**src/rtl/ps2mh_pkg.sv**
```systemverilog
// Shared types and constants for the PS/2 mouse host link.
package ps2mh_pkg;

   // Request operation codes.
   localparam logic [1:0] OP_TICK = 2'd0;
   localparam logic [1:0] OP_SEND = 2'd1;
   localparam logic [1:0] OP_RECV = 2'd2;

   // The acknowledge byte sent by the mouse is never stored in a packet.
   localparam logic [7:0] ACK_BYTE = 8'hFA;

   // Reset value of the clock inhibit length, in ticks.
   localparam logic [15:0] INHIBIT_RESET = 16'd205;

   // Bit slots of one host-to-device frame after the start bit.
   localparam logic [3:0] LAST_DATA_SLOT = 4'd7;
   localparam logic [3:0] PARITY_SLOT    = 4'd8;
   localparam logic [3:0] STOP_SLOT      = 4'd9;

   // Transmit sequencer states.
   typedef enum logic [4:0] {
      PH_IDLE      = 5'b00001,
      PH_INHIBIT   = 5'b00010,
      PH_START     = 5'b00100,
      PH_WAIT_LOW  = 5'b01000,
      PH_WAIT_HIGH = 5'b10000
   } phase_type;

endpackage

```
**src/rtl/ps2_mouse_host_link_core.sv**
```systemverilog
// PS/2 mouse host link: command transmit sequencer and packet assembler.
//
//   channel   direction  ports                               handshake
//   req_      in         operation, cmd_byte, clk_level,     valid / ready
//                        rx_byte
//   rsp_      out        data_low, clk_low, busy_res,        valid / ready
//                        done_res, packet_ready, pkt_byte0..2
//   csr_      in         wdata (inhibit length)              write enable
//
// Each request is handled in the cycle it is accepted and its response appears
// in the output register on the next cycle, so one request per cycle is taken while not stalled.
// The output register parts the two sides: a request is accepted whenever the
// response register is empty or is being emptied in the same cycle.
// A response stalled by rsp_ready low holds its payload and blocks new requests.
// Synchronous reset returns the sequencer to idle with no response pending.
module ps2_mouse_host_link_core #(
   parameter int PACKET_BYTES = 3
) (
   input  logic        clock,
   input  logic        reset,
   // Request channel
   input  logic        req_valid,
   output logic        req_ready,
   input  logic [1:0]  req_operation,
   input  logic [7:0]  req_cmd_byte,
   input  logic        req_clk_level,
   input  logic [7:0]  req_rx_byte,
   // Response channel
   output logic        rsp_valid,
   input  logic        rsp_ready,
   output logic        rsp_data_low,
   output logic        rsp_clk_low,
   output logic        rsp_busy_res,
   output logic        rsp_done_res,
   output logic        rsp_packet_ready,
   output logic [7:0]  rsp_pkt_byte0,
   output logic [7:0]  rsp_pkt_byte1,
   output logic [7:0]  rsp_pkt_byte2,
   // Configuration port
   input  logic        csr_we,
   input  logic [15:0] csr_wdata
);
   import ps2mh_pkg::*;

   localparam int IdxWidth = $clog2(PACKET_BYTES);
   localparam logic [IdxWidth-1:0] LastIdx = IdxWidth'(PACKET_BYTES - 1);

   // Sequencer and packet state.
   phase_type           phase_ff, phase_in;
   logic [15:0]         hold_count_ff, hold_count_in;
   logic [3:0]          bit_slot_ff, bit_slot_in;
   logic [7:0]          tx_shift_ff, tx_shift_in;
   logic                tx_parity_ff, tx_parity_in;
   logic [IdxWidth-1:0] pkt_index_ff, pkt_index_in;
   logic                ready_flag_ff, ready_flag_in;
   logic                data_drive_ff, data_drive_in;
   logic [15:0]         inhibit_ticks_ff;
   logic [7:0]          pkt_store_ff [PACKET_BYTES];

   // Store write request for the current item.
   logic                store_we;

   // Response register.
   logic                rsp_valid_ff, rsp_valid_in;
   logic                done_in;
   logic                rsp_data_low_ff, rsp_clk_low_ff, rsp_busy_ff, rsp_done_ff;
   logic                rsp_ready_flag_ff;
   logic [7:0]          rsp_byte0_ff, rsp_byte1_ff, rsp_byte2_ff;
   logic [7:0]          byte0_in, byte1_in, byte2_in;

   logic                accept;

   // Level the host drives for a frame slot: 1 pulls the data line low.
   function automatic logic slot_drive(input logic [3:0] slot, input logic [7:0] shift,
                                       input logic parity);
      logic drive;
      drive = 1'b0;
      if (slot <= LAST_DATA_SLOT) begin
         drive = ~shift[slot[2:0]];
      end else if (slot == PARITY_SLOT) begin
         drive = ~parity;
      end
      return drive;
   endfunction

   assign req_ready = ~rsp_valid_ff | rsp_ready;
   assign accept    = req_valid & req_ready;

   // Next state for the accepted request.
   always_comb begin
      phase_in      = phase_ff;
      hold_count_in = hold_count_ff;
      bit_slot_in   = bit_slot_ff;
      tx_shift_in   = tx_shift_ff;
      tx_parity_in  = tx_parity_ff;
      pkt_index_in  = pkt_index_ff;
      ready_flag_in = ready_flag_ff;
      data_drive_in = data_drive_ff;
      store_we      = 1'b0;
      done_in       = 1'b0;
      if (accept) begin
         if (phase_ff == PH_IDLE) begin
            unique case (req_operation)
               OP_SEND: begin
                  tx_shift_in   = req_cmd_byte;
                  tx_parity_in  = ~^req_cmd_byte;
                  hold_count_in = inhibit_ticks_ff;
                  bit_slot_in   = '0;
                  data_drive_in = 1'b0;
                  phase_in      = PH_INHIBIT;
               end
               OP_RECV: begin
                  if (!ready_flag_ff && req_rx_byte != ACK_BYTE) begin
                     store_we = 1'b1;
                     if (pkt_index_ff == LastIdx) begin
                        pkt_index_in  = '0;
                        ready_flag_in = 1'b1;
                     end else begin
                        pkt_index_in = pkt_index_ff + 1'b1;
                     end
                  end
               end
               default: begin
               end
            endcase
         end else if (req_operation == OP_TICK) begin
            unique case (phase_ff)
               PH_INHIBIT: begin
                  if (hold_count_ff > 16'd1) begin
                     hold_count_in = hold_count_ff - 16'd1;
                  end else begin
                     hold_count_in = '0;
                     data_drive_in = 1'b1;
                     phase_in      = PH_START;
                  end
               end
               PH_START: begin
                  if (req_clk_level) begin
                     bit_slot_in = '0;
                     phase_in    = PH_WAIT_LOW;
                  end
               end
               PH_WAIT_LOW: begin
                  if (!req_clk_level) begin
                     data_drive_in = slot_drive(bit_slot_ff, tx_shift_ff, tx_parity_ff);
                     phase_in      = PH_WAIT_HIGH;
                  end
               end
               PH_WAIT_HIGH: begin
                  if (req_clk_level) begin
                     if (bit_slot_ff >= STOP_SLOT) begin
                        data_drive_in = 1'b0;
                        bit_slot_in   = '0;
                        pkt_index_in  = '0;
                        ready_flag_in = 1'b0;
                        phase_in      = PH_IDLE;
                        done_in       = 1'b1;
                     end else begin
                        bit_slot_in = bit_slot_ff + 4'd1;
                        phase_in    = PH_WAIT_LOW;
                     end
                  end
               end
               default: begin
               end
            endcase
         end
      end
   end

   // Packet bytes as seen after this item; the byte being written is forwarded; all read zero while no packet is ready.
   always_comb begin
      byte0_in = pkt_store_ff[0];
      byte1_in = pkt_store_ff[1];
      byte2_in = pkt_store_ff[2];
      if (store_we) begin
         case (pkt_index_ff)
            IdxWidth'(0): byte0_in = req_rx_byte;
            IdxWidth'(1): byte1_in = req_rx_byte;
            IdxWidth'(2): byte2_in = req_rx_byte;
            default: begin
            end
         endcase
      end
      if (!ready_flag_in) begin
         byte0_in = '0;
         byte1_in = '0;
         byte2_in = '0;
      end
   end

   always_comb begin
      rsp_valid_in = rsp_valid_ff;
      if (accept) begin
         rsp_valid_in = 1'b1;
      end else if (rsp_ready) begin
         rsp_valid_in = 1'b0;
      end
   end

   // Control state and configuration register.
   always_ff @(posedge clock) begin
      if (reset) begin
         phase_ff         <= PH_IDLE;
         hold_count_ff    <= '0;
         bit_slot_ff      <= '0;
         tx_shift_ff      <= '0;
         tx_parity_ff     <= 1'b1;
         pkt_index_ff     <= '0;
         ready_flag_ff    <= 1'b0;
         data_drive_ff    <= 1'b0;
         inhibit_ticks_ff <= INHIBIT_RESET;
         rsp_valid_ff     <= 1'b0;
      end else begin
         phase_ff      <= phase_in;
         hold_count_ff <= hold_count_in;
         bit_slot_ff   <= bit_slot_in;
         tx_shift_ff   <= tx_shift_in;
         tx_parity_ff  <= tx_parity_in;
         pkt_index_ff  <= pkt_index_in;
         ready_flag_ff <= ready_flag_in;
         data_drive_ff <= data_drive_in;
         rsp_valid_ff  <= rsp_valid_in;
         if (csr_we) begin
            inhibit_ticks_ff <= csr_wdata;
         end
      end
   end

   // Packet store, written one byte per received request in idle, unless it is an acknowledge or a packet is held.
   always_ff @(posedge clock) begin
      if (store_we) begin
         pkt_store_ff[pkt_index_ff] <= req_rx_byte;
      end
   end

   // Response payload, loaded with the state left by the accepted request.
   always_ff @(posedge clock) begin
      if (accept) begin
         rsp_data_low_ff   <= data_drive_in;
         rsp_clk_low_ff    <= (phase_in == PH_INHIBIT);
         rsp_busy_ff       <= (phase_in != PH_IDLE);
         rsp_done_ff       <= done_in;
         rsp_ready_flag_ff <= ready_flag_in;
         rsp_byte0_ff      <= byte0_in;
         rsp_byte1_ff      <= byte1_in;
         rsp_byte2_ff      <= byte2_in;
      end
   end

   assign rsp_valid        = rsp_valid_ff;
   assign rsp_data_low     = rsp_data_low_ff;
   assign rsp_clk_low      = rsp_clk_low_ff;
   assign rsp_busy_res     = rsp_busy_ff;
   assign rsp_done_res     = rsp_done_ff;
   assign rsp_packet_ready = rsp_ready_flag_ff;
   assign rsp_pkt_byte0    = rsp_byte0_ff;
   assign rsp_pkt_byte1    = rsp_byte1_ff;
   assign rsp_pkt_byte2    = rsp_byte2_ff;

endmodule

```
**config.mk**
```make
export PLATFORM = sky130hd
export DESIGN_NAME = ps2_mouse_host_link_core
export DESIGN_NICKNAME = d
export VERILOG_FILES = /design/src/rtl/ps2mh_pkg.sv /design/src/rtl/ps2_mouse_host_link_core.sv
export SDC_FILE = /design/constraint.sdc
export NUM_CORES = 1
export LEC_CHECK = 0
export ABC_CLOCK_PERIOD_IN_PS = 7400
export BUFFER_PORTS_ARGS = -buffer_cell sky130_fd_sc_hd__clkbuf_2
export CAP_MARGIN = 5
export CORE_MARGIN = 5
export CORE_UTILIZATION = 45
export CTS_CLUSTER_SIZE = 12
export DETAILED_ROUTE_END_ITERATION = 8
export MAX_ROUTING_LAYER = met4
export PLACE_DENSITY_LB_ADDON = 0.12
export SLEW_MARGIN = 15
export SYNTH_ARGS = -nofsm -noshare
export SYNTH_HDL_FRONTEND = slang
export SYNTH_SLANG_ARGS = --single-unit
export TNS_END_PERCENT = 50
```
**constraint.sdc**
```tcl
create_clock -name clock -period 7.4 [get_ports clock]
set_clock_uncertainty 0.05 [all_clocks]
set_input_delay 1.48 -clock clock [delete_from_list [all_inputs] [get_ports clock]]
set_output_delay 1.48 -clock clock [all_outputs]
set_load 0.005 [all_outputs]
```
==> results.cfg <==
[global_routing]
first_global_vias = 3494
met2_usage_pct = 26.3
top_usage_layer = met2
grt.overflow.total = 0
grt_use_met1_pct = 23.3
grt_pass1_wl_mm = 17.5
grt_max_degree = 57
grt.total_usage_pct = 17.1
use_met3_pct = 3.24
antenna_found_initial = 0

[layout]
area_growth_syn_to_layout_pct = 12.9
drive_gt1_share_pct = 20.0
final_cells = 671
stdcell_area_mm2 = 0.00550
final_cell_mix = 70 x clkbuf_2, 67 x nor2_1, 55 x dfxtp_1, 53 x edfxtp_1, 39 x nand2_1
diodes = 0
final_common_cell = clkbuf_2
nets = 571

[setup_path]
cp_cell_sequence = clkbuf_2, nand2b_1, nand2_1, inv_1, buf_4, nand2_1, nor4b_2, buf_4, mux2i_1, nor2_1
critical_path_peak_fanout = 26
cp.arrival_ps = 3810
critPathMaxStageDelay_ps = 390
slowest_stage = buf_4
timing_worst_setup_path_type = in -> reg
required_ps = 7450
end_kind = register
worst_setup_path_start_kind = primary input

[power]
fin_total_pwr_mw = 1.12
ir_worst_vdd_uv = 107
p_leak_nw = 2.07
p_per_area_mw_per_mm2 = 204

[sta]
min_period_over_period_pct = 50.9
rsz0062_at_grt = no
worst_pin_slew_ps = 992
slew_headroom_pct = 33.5
setup_viol = 0
clock.fmax_ghz = 0.266
min_period_ps = 3760
hold_viol_final = 0
slew_violations = 0
fin_setup_tns_ps = 0

[clock_tree]
htree_levels = 3
cts_buffers = 9
cts.sinks = 108
ctsResizeCount = 0
clk_path_buf_depth = 2
worstSkewPairLatency_ps = 360
postCtsSetupRepairBufs = 0
cts_tree = done
cts_hold_buf = 0
clkTransAtPathRegs_ps = 100
root_buffer = clkbuf_8

[yosys]
synth-simple-area-share_pct = 17.5
synth-xor-area-share_pct = 1.44
yosysSeqAreaShare_pct = 55.3
synth.distinct_cells = 61
ys.warnings.count = 0
ys_ff_latch = 108
synthMuxAreaShare_pct = 4.83
synthTopCellsByArea = edfxtp_1 33%, dfxtp_1 23%, nor2_1 5.2%
synthAdderAreaFrac_pct = 1.29
synth_area_leader_cell = edfxtp_1
synth_top_family_by_area = simple AND/OR/NAND/NOR gates
syn_avg_cell_area_um2 = 10.5
synth_area_mm2 = 0.00487
synth_compound_area_share_pct = 15.5
async_flop_share_pct = 0
yosys_most_used_dff = dfxtp_1
synth_nets = 509
synth_edf_count = 53
synthCells = 464
synth_top_area_share_pct = 32.7

[placement]
hpwl_mm = 7.14
dpl.cell_count = 655
place_area_mm2 = 0.00532
io_buffers = 70
place.gp.congestion = 0.846

[min_path]
hp-class = reg -> reg

[drt]
firstDrtPassIters = 4
drc = 0
vias = 3663
wire_per_inst_um = 15.5
routed_wl_mm = 10.4
via_per_inst = 5.46
antenna_left = 0
drtIter0Drc = 199

[die]
die_area_mm2 = 0.0130
fp.dieH_um = 114
coreArea_mm2 = 0.0107
fp-row-count = 38
io_pins = 71
start_util_pct = 45.5
fp.dieW_um = 114

[run]
maxCapViolCount = 0

[status]
status = completed
==> final cells by class <==
class	instances	area [µm²]
Clock buffer	10	128
Clock inverter	6	47.5
Fill cell	1014	5200
Inverter	21	78.8
Multi-Input combinational cell	310	1980
Sequential cell	108	2690
Tap cell	140	175
Timing Repair Buffer	76	395
==> sequential cells by signal, summed over array words and instances, names as in the netlist, 2 cells and up <==
signal	flops
pkt_index_ff	2
pkt_store_ff	24
rsp_pkt_byte2	8
phase_ff	5
tx_shift_ff	8
bit_slot_ff	4
rsp_pkt_byte0	8
hold_count_ff	16
inhibit_ticks_ff	16
rsp_pkt_byte1	8
==> stage by stage <==
stage	hold slack, ps	setup slack, ps	utilization [%]
2_1_floorplan	380	3510	-
3_3_place_gp	394	3460	49.7
3_5_place_dp	397	3210	49.7
4_1_cts	411	3610	51.4
5_1_grt	429	3360	51.4
6_report	407	3640	51.4
==> critical path, delay by kind of cell <==
| kind | cells | cell delay, ps |
|---|---|---|
| multiplexers | 1 | 240 |
| AND/OR/NAND/NOR | 5 | 910 |
| buffers and inverters | 4 | 1160 |
==> path summary, 6_finish.rpt <==
path	start	endpoint	slack [ps]	cells past startpoint
max	rsp_ready	rsp_pkt_byte1[2]	3640	10
max reg2reg	rsp_valid	rsp_pkt_byte1[2]	4540	9
min reg2reg	tx_shift_ff[4]	tx_shift_ff[4]	410	2
min	tx_shift_ff[4]	tx_shift_ff[4]	410	2
==> report_power, final <==
group,switching [mW],internal (mW)
Sequential,0.0111,0.647
Clock,0.202,0.127
Combinational,0.0828,0.0523
==> Yosys cell counts, types with 6 or more instances <==
master	number
nor3_1	7
clkbuf_1	16
o21ai_0	8
mux2i_1	19
a22o_1	8
xnor2_1	6
dfxtp_1	55
nand3_1	7
inv_1	21
nor4_1	6
a21oi_1	28
nor2_1	67
nor2b_1	13
nand2_1	39
a32oi_1	11
o32ai_1	12
edfxtp_1	53
a211o_1	7
==> cell families after synthesis <==
kind of cell,after synthesis
buf+inv,46
simple gates,173
compound gates,103
xor+xnor,8
fa+ha+maj,5
mux,21
flops,108
==> per-layer routing <==
layer | vias to the layer above | wire length [µm]
li1 | 1829 | -
met1 | 1718 | 4860
met2 | 105 | 4830
met3 | 11 | 561
met4 | 0 | 148
met5 | - | 0
Power figures use the tool's default switching activity.
